<file path="config.mk">
export PLATFORM = sky130hd
export DESIGN_NAME = hsv_rainbow_pixel_render
export DESIGN_NICKNAME = d
export VERILOG_FILES = /design/src/hw/rtl/hsvr_pkg.sv /design/src/hw/rtl/hsv_rainbow_pixel_render.sv
export SDC_FILE = /design/constraint.sdc
export NUM_CORES = 2
export LEC_CHECK = 0
export ABC_AREA = 1
export ABC_CLOCK_PERIOD_IN_PS = 6450
export BUFFER_PORTS_ARGS = -buffer_cell sky130_fd_sc_hd__buf_2
export CAP_MARGIN = 15
export CORE_ASPECT_RATIO = 0.9
export CORE_MARGIN = 5
export CORE_UTILIZATION = 45
export CTS_BUF_LIST = sky130_fd_sc_hd__clkbuf_2
export DETAILED_ROUTE_END_ITERATION = 10
export PLACE_DENSITY = 0.57
export RECOVER_POWER = 100
export SYNTH_ARGS = -nofsm -noshare
export SYNTH_HDL_FRONTEND = slang
export SYNTH_SLANG_ARGS = --single-unit
</file>
<file path="constraint.sdc">
create_clock -name clk -period 6.45 [get_ports clk]
set_clock_uncertainty 0.1 [all_clocks]
set_input_delay 0.3225 -clock clk [delete_from_list [all_inputs] [get_ports clk]]
set_output_delay 0.3225 -clock clk [all_outputs]
set_load 0.02 [all_outputs]
</file>
<file path="src/hw/rtl/hsvr_pkg.sv">
// Package for the HSV rainbow pixel renderer.
// Holds the register index codes, the hue section codes and the 8-bit scale helpers.
// No dependencies.
`timescale 1ns / 1ps

package hsvr_pkg;

    // Configuration register indexes
    localparam logic [2:0] REG_CORR_RED   = 3'd0;
    localparam logic [2:0] REG_CORR_GREEN = 3'd1;
    localparam logic [2:0] REG_CORR_BLUE  = 3'd2;
    localparam logic [2:0] REG_GLOBAL_SAT = 3'd3;
    localparam logic [2:0] REG_GLOBAL_BRT = 3'd4;
    localparam logic [2:0] REG_WHITE_PRES = 3'd5;

    // Hue sections, taken from the top three bits of hue
    localparam logic [2:0] SEC_RED    = 3'd0;
    localparam logic [2:0] SEC_ORANGE = 3'd1;
    localparam logic [2:0] SEC_YELLOW = 3'd2;
    localparam logic [2:0] SEC_GREEN  = 3'd3;
    localparam logic [2:0] SEC_AQUA   = 3'd4;
    localparam logic [2:0] SEC_BLUE   = 3'd5;
    localparam logic [2:0] SEC_PURPLE = 3'd6;
    localparam logic [2:0] SEC_PINK   = 3'd7;

    // Level constants of the rainbow map
    localparam logic [7:0] LVL_FULL    = 8'd255;
    localparam logic [7:0] LVL_TWO3    = 8'd171;
    localparam logic [7:0] LVL_TWO3_LO = 8'd170;
    localparam logic [7:0] LVL_ONE3    = 8'd85;

    // Reciprocal of three in 9 fractional bits
    localparam logic [8:0] RECIP3 = 9'd171;

    typedef logic [7:0] level_t;

    // (a*b)>>8 on 8-bit operands
    function automatic level_t mul8(input level_t a, input level_t b);
        logic [15:0] prod;
        prod = a * b;
        return prod[15:8];
    endfunction

    // x/3 for 8-bit x, exact over the full range
    function automatic level_t div3(input level_t x);
        logic [16:0] prod;
        prod = x * RECIP3;
        return prod[16:9];
    endfunction

endpackage

</file>
<file path="src/hw/rtl/hsv_rainbow_pixel_render.sv">
// HSV rainbow pixel renderer top level: five-stage pipeline from HSV to RGBW levels.
// Depends on hsvr_pkg for codes and the 8-bit scale helpers.
//
//  channel | signals                                   | handshake
//  --------+-------------------------------------------+-------------------------
//  input   | hue, pixel_saturation, pixel_value        | in_valid / in_stall
//  output  | red/green/blue/white_level                | out_valid / out_stall
//  config  | cfg_index, cfg_data                       | cfg_valid / cfg_ready
//
// One word per clock while out_stall is low; a word passes stages 1 to 5 to out_valid.
// The pipeline depth is set by the chain of 8x8 scales: one multiply level per stage.
// Stages advance independently, so bubbles are squeezed out while the output stalls;
// in_stall rises only when every stage holds a word and out_stall is high.
// Reset clears all valid bits and loads the register defaults; cfg_ready is always high.
`timescale 1ns / 1ps

module hsv_rainbow_pixel_render
(
    input  logic       clk,
    input  logic       rst_n,
    // input words
    input  logic       in_valid,
    output logic       in_stall,
    input  logic [7:0] hue,
    input  logic [7:0] pixel_saturation,
    input  logic [7:0] pixel_value,
    // result words
    output logic       out_valid,
    input  logic       out_stall,
    output logic [7:0] red_level,
    output logic [7:0] green_level,
    output logic [7:0] blue_level,
    output logic [7:0] white_level,
    // configuration writes
    input  logic       cfg_valid,
    output logic       cfg_ready,
    input  logic [2:0] cfg_index,
    input  logic [7:0] cfg_data
);

    // Configuration registers
    logic [7:0] corr_red_reg, corr_green_reg, corr_blue_reg;
    logic [7:0] global_sat_reg, global_brt_reg;
    logic       white_present_reg;

    assign cfg_ready = 1'b1;

    always_ff @(posedge clk or negedge rst_n)
    begin
        if (!rst_n)
        begin
            corr_red_reg      <= hsvr_pkg::LVL_FULL;
            corr_green_reg    <= hsvr_pkg::LVL_FULL;
            corr_blue_reg     <= hsvr_pkg::LVL_FULL;
            global_sat_reg    <= hsvr_pkg::LVL_FULL;
            global_brt_reg    <= hsvr_pkg::LVL_FULL;
            white_present_reg <= 1'b0;
        end
        else if (cfg_valid && cfg_ready)
        begin
            case (cfg_index)
                hsvr_pkg::REG_CORR_RED:   corr_red_reg      <= cfg_data;
                hsvr_pkg::REG_CORR_GREEN: corr_green_reg    <= cfg_data;
                hsvr_pkg::REG_CORR_BLUE:  corr_blue_reg     <= cfg_data;
                hsvr_pkg::REG_GLOBAL_SAT: global_sat_reg    <= cfg_data;
                hsvr_pkg::REG_GLOBAL_BRT: global_brt_reg    <= cfg_data;
                hsvr_pkg::REG_WHITE_PRES: white_present_reg <= cfg_data[0];
                default: ;
            endcase
        end
    end

    // Stage valid bits and per-stage advance enables
    logic v1_reg, v2_reg, v3_reg, v4_reg, v5_reg;
    logic en1, en2, en3, en4, en5;

    assign en5 = !v5_reg || !out_stall;
    assign en4 = !v4_reg || en5;
    assign en3 = !v3_reg || en4;
    assign en2 = !v2_reg || en3;
    assign en1 = !v1_reg || en2;
    assign in_stall = !en1;

    always_ff @(posedge clk or negedge rst_n)
    begin
        if (!rst_n)
        begin
            v1_reg <= 1'b0;
            v2_reg <= 1'b0;
            v3_reg <= 1'b0;
            v4_reg <= 1'b0;
            v5_reg <= 1'b0;
        end
        else
        begin
            if (en1) v1_reg <= in_valid;
            if (en2) v2_reg <= v1_reg;
            if (en3) v3_reg <= v2_reg;
            if (en4) v4_reg <= v3_reg;
            if (en5) v5_reg <= v4_reg;
        end
    end

    // Stage 1: scaled saturation, squared value, section and hue thirds
    logic [7:0] s1_sat_reg, s1_vsq_reg, s1_third_reg;
    logic [2:0] s1_sec_reg;
    logic [7:0] s1_sat_next, s1_vsq_next, s1_third_next;

    always_comb
    begin
        s1_sat_next   = hsvr_pkg::mul8(pixel_saturation, global_sat_reg);
        s1_vsq_next   = hsvr_pkg::mul8(pixel_value, pixel_value);
        s1_third_next = hsvr_pkg::div3({hue[4:0], 3'b000});
    end

    always_ff @(posedge clk)
    begin
        if (en1)
        begin
            s1_sat_reg   <= s1_sat_next;
            s1_vsq_reg   <= s1_vsq_next;
            s1_third_reg <= s1_third_next;
            s1_sec_reg   <= hue[7:5];
        end
    end

    // Stage 2: rainbow levels, brightness scale, desaturation amount
    logic [7:0] s2_r_reg, s2_g_reg, s2_b_reg, s2_sat_reg, s2_d_reg, s2_val_reg;
    logic [7:0] s2_r_next, s2_g_next, s2_b_next, s2_d_next, s2_val_next;
    logic [7:0] vinc, twice, dbase;

    always_comb
    begin
        // nudge the square up by one strictly inside the range
        if (s1_vsq_reg != 8'd0 && s1_vsq_reg != hsvr_pkg::LVL_FULL)
            vinc = s1_vsq_reg + 8'd1;
        else
            vinc = s1_vsq_reg;
        s2_val_next = hsvr_pkg::mul8(vinc, global_brt_reg);

        dbase     = hsvr_pkg::LVL_FULL - s1_sat_reg;
        s2_d_next = hsvr_pkg::mul8(dbase, dbase);

        twice = {s1_third_reg[6:0], 1'b0};
        case (s1_sec_reg)
            hsvr_pkg::SEC_RED:
            begin
                s2_r_next = hsvr_pkg::LVL_FULL - s1_third_reg;
                s2_g_next = s1_third_reg;
                s2_b_next = 8'd0;
            end
            hsvr_pkg::SEC_ORANGE:
            begin
                s2_r_next = hsvr_pkg::LVL_TWO3;
                s2_g_next = hsvr_pkg::LVL_ONE3 + s1_third_reg;
                s2_b_next = 8'd0;
            end
            hsvr_pkg::SEC_YELLOW:
            begin
                s2_r_next = hsvr_pkg::LVL_TWO3 - twice;
                s2_g_next = hsvr_pkg::LVL_TWO3_LO + s1_third_reg;
                s2_b_next = 8'd0;
            end
            hsvr_pkg::SEC_GREEN:
            begin
                s2_r_next = 8'd0;
                s2_g_next = hsvr_pkg::LVL_FULL - s1_third_reg;
                s2_b_next = s1_third_reg;
            end
            hsvr_pkg::SEC_AQUA:
            begin
                s2_r_next = 8'd0;
                s2_g_next = hsvr_pkg::LVL_TWO3 - twice;
                s2_b_next = hsvr_pkg::LVL_ONE3 + twice;
            end
            hsvr_pkg::SEC_BLUE:
            begin
                s2_r_next = s1_third_reg;
                s2_g_next = 8'd0;
                s2_b_next = hsvr_pkg::LVL_FULL - s1_third_reg;
            end
            hsvr_pkg::SEC_PURPLE:
            begin
                s2_r_next = hsvr_pkg::LVL_ONE3 + s1_third_reg;
                s2_g_next = 8'd0;
                s2_b_next = hsvr_pkg::LVL_TWO3 - s1_third_reg;
            end
            hsvr_pkg::SEC_PINK:
            begin
                s2_r_next = hsvr_pkg::LVL_TWO3_LO + s1_third_reg;
                s2_g_next = 8'd0;
                s2_b_next = hsvr_pkg::LVL_ONE3 - s1_third_reg;
            end
            default:
            begin
                s2_r_next = 8'd0;
                s2_g_next = 8'd0;
                s2_b_next = 8'd0;
            end
        endcase
    end

    always_ff @(posedge clk)
    begin
        if (en2)
        begin
            s2_r_reg   <= s2_r_next;
            s2_g_reg   <= s2_g_next;
            s2_b_reg   <= s2_b_next;
            s2_sat_reg <= s1_sat_reg;
            s2_d_reg   <= s2_d_next;
            s2_val_reg <= s2_val_next;
        end
    end

    // Stage 3: saturation scale, then white or RGB floor
    logic [7:0] s3_r_reg, s3_g_reg, s3_b_reg, s3_w_reg, s3_val_reg;
    logic [7:0] s3_r_next, s3_g_next, s3_b_next, s3_w_next;
    logic [7:0] rs, gs, bs;

    always_comb
    begin
        rs = hsvr_pkg::mul8(s2_r_reg, s2_sat_reg);
        gs = hsvr_pkg::mul8(s2_g_reg, s2_sat_reg);
        bs = hsvr_pkg::mul8(s2_b_reg, s2_sat_reg);
        s3_r_next = s2_r_reg;
        s3_g_next = s2_g_reg;
        s3_b_next = s2_b_reg;
        s3_w_next = 8'd0;
        if (s2_sat_reg == 8'd0)
        begin
            // fully desaturated: all white, or full RGB without white
            if (white_present_reg)
            begin
                s3_r_next = 8'd0;
                s3_g_next = 8'd0;
                s3_b_next = 8'd0;
                s3_w_next = hsvr_pkg::LVL_FULL;
            end
            else
            begin
                s3_r_next = hsvr_pkg::LVL_FULL;
                s3_g_next = hsvr_pkg::LVL_FULL;
                s3_b_next = hsvr_pkg::LVL_FULL;
            end
        end
        else if (s2_sat_reg != hsvr_pkg::LVL_FULL)
        begin
            if (white_present_reg)
            begin
                s3_r_next = rs;
                s3_g_next = gs;
                s3_b_next = bs;
                s3_w_next = s2_d_reg;
            end
            else
            begin
                // floor add wraps at 8 bits
                s3_r_next = rs + s2_d_reg;
                s3_g_next = gs + s2_d_reg;
                s3_b_next = bs + s2_d_reg;
            end
        end
    end

    always_ff @(posedge clk)
    begin
        if (en3)
        begin
            s3_r_reg   <= s3_r_next;
            s3_g_reg   <= s3_g_next;
            s3_b_reg   <= s3_b_next;
            s3_w_reg   <= s3_w_next;
            s3_val_reg <= s2_val_reg;
        end
    end

    // Stage 4: value scale, skipped at full value
    logic [7:0] s4_r_reg, s4_g_reg, s4_b_reg, s4_w_reg;
    logic [7:0] s4_r_next, s4_g_next, s4_b_next, s4_w_next;

    always_comb
    begin
        if (s3_val_reg != hsvr_pkg::LVL_FULL)
        begin
            s4_r_next = hsvr_pkg::mul8(s3_r_reg, s3_val_reg);
            s4_g_next = hsvr_pkg::mul8(s3_g_reg, s3_val_reg);
            s4_b_next = hsvr_pkg::mul8(s3_b_reg, s3_val_reg);
            s4_w_next = hsvr_pkg::mul8(s3_w_reg, s3_val_reg);
        end
        else
        begin
            s4_r_next = s3_r_reg;
            s4_g_next = s3_g_reg;
            s4_b_next = s3_b_reg;
            s4_w_next = s3_w_reg;
        end
    end

    always_ff @(posedge clk)
    begin
        if (en4)
        begin
            s4_r_reg <= s4_r_next;
            s4_g_reg <= s4_g_next;
            s4_b_reg <= s4_b_next;
            s4_w_reg <= s4_w_next;
        end
    end

    // Stage 5: color correction into the output register; white passes through
    logic [7:0] s5_r_reg, s5_g_reg, s5_b_reg, s5_w_reg;

    always_ff @(posedge clk)
    begin
        if (en5)
        begin
            s5_r_reg <= hsvr_pkg::mul8(s4_r_reg, corr_red_reg);
            s5_g_reg <= hsvr_pkg::mul8(s4_g_reg, corr_green_reg);
            s5_b_reg <= hsvr_pkg::mul8(s4_b_reg, corr_blue_reg);
            s5_w_reg <= s4_w_reg;
        end
    end

    assign out_valid   = v5_reg;
    assign red_level   = s5_r_reg;
    assign green_level = s5_g_reg;
    assign blue_level  = s5_b_reg;
    assign white_level = s5_w_reg;

`ifndef SYNTH
    // back-pressure only when the output is blocked and every stage is full
    a_stall_only_when_full: assert property (@(posedge clk) disable iff (!rst_n)
        in_stall |-> (out_valid && out_stall && v1_reg && v2_reg && v3_reg && v4_reg))
        else $error("input stalled with room in the pipeline");

    // an accepted word lands in the first stage
    a_accept_enters: assert property (@(posedge clk) disable iff (!rst_n)
        (in_valid && !in_stall) |=> v1_reg)
        else $error("accepted word not captured in stage one");

    // no white drive on an RGB strip
    a_no_white_rgb: assert property (@(posedge clk) disable iff (!rst_n)
        (out_valid && !white_present_reg) |-> (white_level == 8'd0))
        else $error("white level nonzero without white channel");

    // an idle output stage never blocks the stage behind it
    a_bubble_moves: assert property (@(posedge clk) disable iff (!rst_n)
        (!v5_reg && v4_reg) |=> v5_reg)
        else $error("word did not move into empty output stage");
`endif

endmodule

</file>
==> run_summary.xml <==
<?xml version="1.0" encoding="UTF-8"?>
<metrics>
  <group name="run_status">
    <metric name="run_status" unit="">finished, violations left</metric>
    <metric name="violations" unit="">max-capacitance violations, max-slew violations</metric>
  </group>
  <group name="placement">
    <metric name="port_buffers" unit="">73</metric>
    <metric name="detailed_place_hpwl" unit="um">76050</metric>
    <metric name="routabilityCongestion" unit="">0.9128</metric>
  </group>
  <group name="logic_synthesis">
    <metric name="synth_enable_flop_cells" unit="">178</metric>
    <metric name="share_of_yosys_cell_area_claimed_by_the_top_area_cell_type" unit="%">24.21</metric>
    <metric name="yosysSeqAreaShare" unit="%">16.63</metric>
    <metric name="synth.cells.most_frequent" unit="">nand2_1, inv_1, ha_1</metric>
    <metric name="synth.largest_area_cell" unit="">fa_1</metric>
    <metric name="synth-seq-cells" unit="">224</metric>
    <metric name="synth_flop_cell" unit="">edfxtp_1</metric>
    <metric name="synth.most_common_cell" unit="">nand2_1</metric>
    <metric name="post_synth_main_area_contributors" unit="">fa_1, ha_1, edfxtp_1</metric>
    <metric name="netlist-cell-type-count" unit="">58</metric>
    <metric name="yosys_warnings" unit="">0</metric>
    <metric name="syn-mean-instance-area" unit="sq um">7.613</metric>
    <metric name="ys_async_sr_fraction" unit="%">20.54</metric>
    <metric name="synth_nets" unit="">6187</metric>
    <metric name="syn-instance-count" unit="">5171</metric>
    <metric name="post_synth_instance_area" unit="sq mm">0.03937</metric>
  </group>
  <group name="worst_setup_path">
    <metric name="crit_family" unit="">adder cells</metric>
    <metric name="critical_path_required" unit="ps">7100</metric>
    <metric name="setup.worst_path.class" unit="">flop to flop</metric>
    <metric name="cp_common_cell" unit="">inv_1</metric>
    <metric name="worstPathArrival" unit="ps">6650</metric>
    <metric name="cpMaxStageDelayCell" unit="">xor2_1</metric>
    <metric name="critical_path.endpoint_type" unit="">flop</metric>
    <metric name="cp_num_buf_inv" unit="">6</metric>
    <metric name="critical-path-max-stage-delay" unit="ps">600</metric>
    <metric name="critical_path_peak_fanout" unit="">8</metric>
    <metric name="startpoint_type" unit="">flop</metric>
  </group>
  <group name="route">
    <metric name="post-route-drc-count" unit="">0</metric>
    <metric name="total_wire_length_after_detailed_routing" unit="um">95210</metric>
    <metric name="vias_per_cell" unit="">4.959</metric>
    <metric name="firstDrtPassIters" unit="">6</metric>
    <metric name="count_of_routing_violations_after_the_opening_detailed_route_iteration" unit="">1855</metric>
    <metric name="routedWlPerCell" unit="um">14.90</metric>
    <metric name="antenna_violating_nets_post_route" unit="">0</metric>
    <metric name="routed-via-count" unit="">31680</metric>
  </group>
  <group name="grt">
    <metric name="grt_pass1_vias" unit="">32460</metric>
    <metric name="pin_count_of_the_biggest_net_entering_global_routing" unit="">50</metric>
    <metric name="gr-total-overflow" unit="">0</metric>
    <metric name="gr-usage-all-layers" unit="%">20.96</metric>
    <metric name="grt_pass1_wl" unit="um">162600</metric>
    <metric name="grt_antenna_before_repair" unit="">4</metric>
  </group>
  <group name="sta">
    <metric name="setup_violations" unit="">0</metric>
    <metric name="timing_max_transition_violations_final" unit="">82</metric>
    <metric name="rsz0062_at_grt" unit="">false</metric>
    <metric name="slew_headroom" unit="%">-85.29</metric>
    <metric name="period_minus_slack" unit="ps">5999</metric>
    <metric name="hold_viol" unit="">0</metric>
    <metric name="totalNegativeSetupSlack" unit="ps">0</metric>
    <metric name="fin_crit_sh" unit="%">93.01</metric>
    <metric name="timing_worst_slew_pin_value" unit="ps">2779</metric>
    <metric name="max_freq" unit="MHz">166.7</metric>
  </group>
  <group name="clock_network">
    <metric name="cts.reportedPaths.clkPinSlew" unit="ps">110</metric>
    <metric name="clk_path_buf_depth" unit="">3</metric>
    <metric name="tritoncts.num_buffers" unit="">67</metric>
    <metric name="worstSkewPairLatency" unit="ps">1070</metric>
    <metric name="htreeDepth" unit="">3</metric>
    <metric name="tritoncts" unit="">built</metric>
    <metric name="root_buffer" unit="">clkbuf_2</metric>
    <metric name="cts_repair_resize_count" unit="">0</metric>
    <metric name="cts_sinks" unit="">224</metric>
  </group>
  <group name="final_layout">
    <metric name="design.final.nets" unit="">6204</metric>
    <metric name="post_route_cells_drive_above_1_share" unit="%">5.208</metric>
    <metric name="area_growth" unit="%">5.953</metric>
  </group>
  <group name="floorplanning">
    <metric name="pin_count" unit="">75</metric>
    <metric name="die_width" unit="um">321.8</metric>
    <metric name="rows" unit="">102</metric>
    <metric name="floorplan.initialDensity" unit="%">45.56</metric>
    <metric name="floorplan.die_area" unit="sq mm">0.09350</metric>
    <metric name="placeableCoreArea" unit="sq mm">0.08640</metric>
    <metric name="die_y" unit="um">290.6</metric>
  </group>
  <group name="flow_run">
    <metric name="number_of_violations_of_the_max_capacitance_limit" unit="">2</metric>
  </group>
  <group name="min_path">
    <metric name="holdCritPathClass" unit="">input port to flop</metric>
  </group>
</metrics>
per-stage QoR:
step | setup slack [ps] | cell area [sq um] | instances | util (%) | hold slack (ps)
6_report | 450.6 | 41710 | 6388 | 48.28 | 142.2
3_5_place_dp | 463.4 | 40570 | 6208 | 46.96 | 305.4
4_1_cts | 412.2 | 41780 | 6384 | 48.35 | 16.32
5_1_grt | 10.77 | 41710 | 6388 | 48.28 | 85.78
2_1_floorplan | 961.1 | 39370 | 5171 | - | -73.09
3_3_place_gp | 450.3 | 40570 | 6208 | 46.96 | 302.9
worst reg2reg max path, stage by stage (launching register included):
cell	delay, ps
edfxtp_1	440
inv_1	190
ha_1	230
nand2_1	70
nor2_1	170
nand2_4	90
nand2_1	220
inv_1	120
nand2_1	80
xor2_1	600
nand2_1	170
fa_1	550
fa_1	500
inv_1	50
fa_1	470
inv_1	50
fa_1	470
inv_1	40
ha_1	300
a21oi_1	220
o21ai_0	120
inv_1	80
nor3_1	50
nor3_1	140
nand2_1	90
xor2_1	140
per-layer routing:
layer,vias to the layer above,wire length [um],track usage (%)
met5,-,0,0
met4,0,1914,4.692
met1,15190,45280,29.77
met2,645,43050,34.32
li1,15730,-,-
met3,113,4965,2.876
cells by family after synthesis:
logic type / synth area share, %
AND/OR/NAND/NOR: 19.85
other: 0.009526
XOR/XNOR: 2.053
buffers and inverters: 14.44
AO/OA/AOI/OAI: 6.922
flip-flops: 16.63
adder cells (fa/ha/maj): 40.10
timing repair:
item,in CTS,in global routing
hold buffers,53,0
hold endpoints to repair,110,0
setup endpoints to repair,0,3
setup buffers,0,2
placed cells by master (no fill, tap or decap), drive strengths merged, types with 7 or more instances in the layout:
master	n
a211oi	7
a21o	22
a21oi	187
a31oi	18
and2	15
buf	67
clkbuf	137
clkinv	28
dfstp	40
dlygate4sd3	53
edfxtp	178
fa	476
ha	500
inv	1279
nand2	1362
nand3	197
nand3b	15
nand4	21
nor2	230
nor3	31
nor4	8
o211ai	8
o21a	9
o21ai	176
o21bai	16
o221ai	9
o22ai	9
or2	17
xnor2	31
xor2	57
final timing paths:
path	endpoint	cells after the start	from	slack, ps
worst min register to register	s3_val_reg[4]	0	s2_val_reg[4]	280
worst max register to register	s2_val_reg[4]	25	s1_vsq_reg[0]	450
worst min-delay path	s1_vsq_reg[4]	7	pixel_value[4]	140
worst max-delay path	s2_val_reg[4]	25	s1_vsq_reg[0]	450
max in group asynchronous	v1_reg	4	rst_n	3390
min in group asynchronous	out_valid	4	rst_n	1220
cell type report:
type	count	area [sq um]
clock inverters	30	211.5
diodes	2	5.005
well taps	1144	1431
clock buffers	93	465.4
inverters	1283	4816
repair buffers	164	1140
fillers	8723	44690
flip-flops and latches	224	6546
multi-input cells	3448	27090
Power is not shown: default switching activity piles up to over one toggle a cycle in this logic, so the estimate is an artifact.
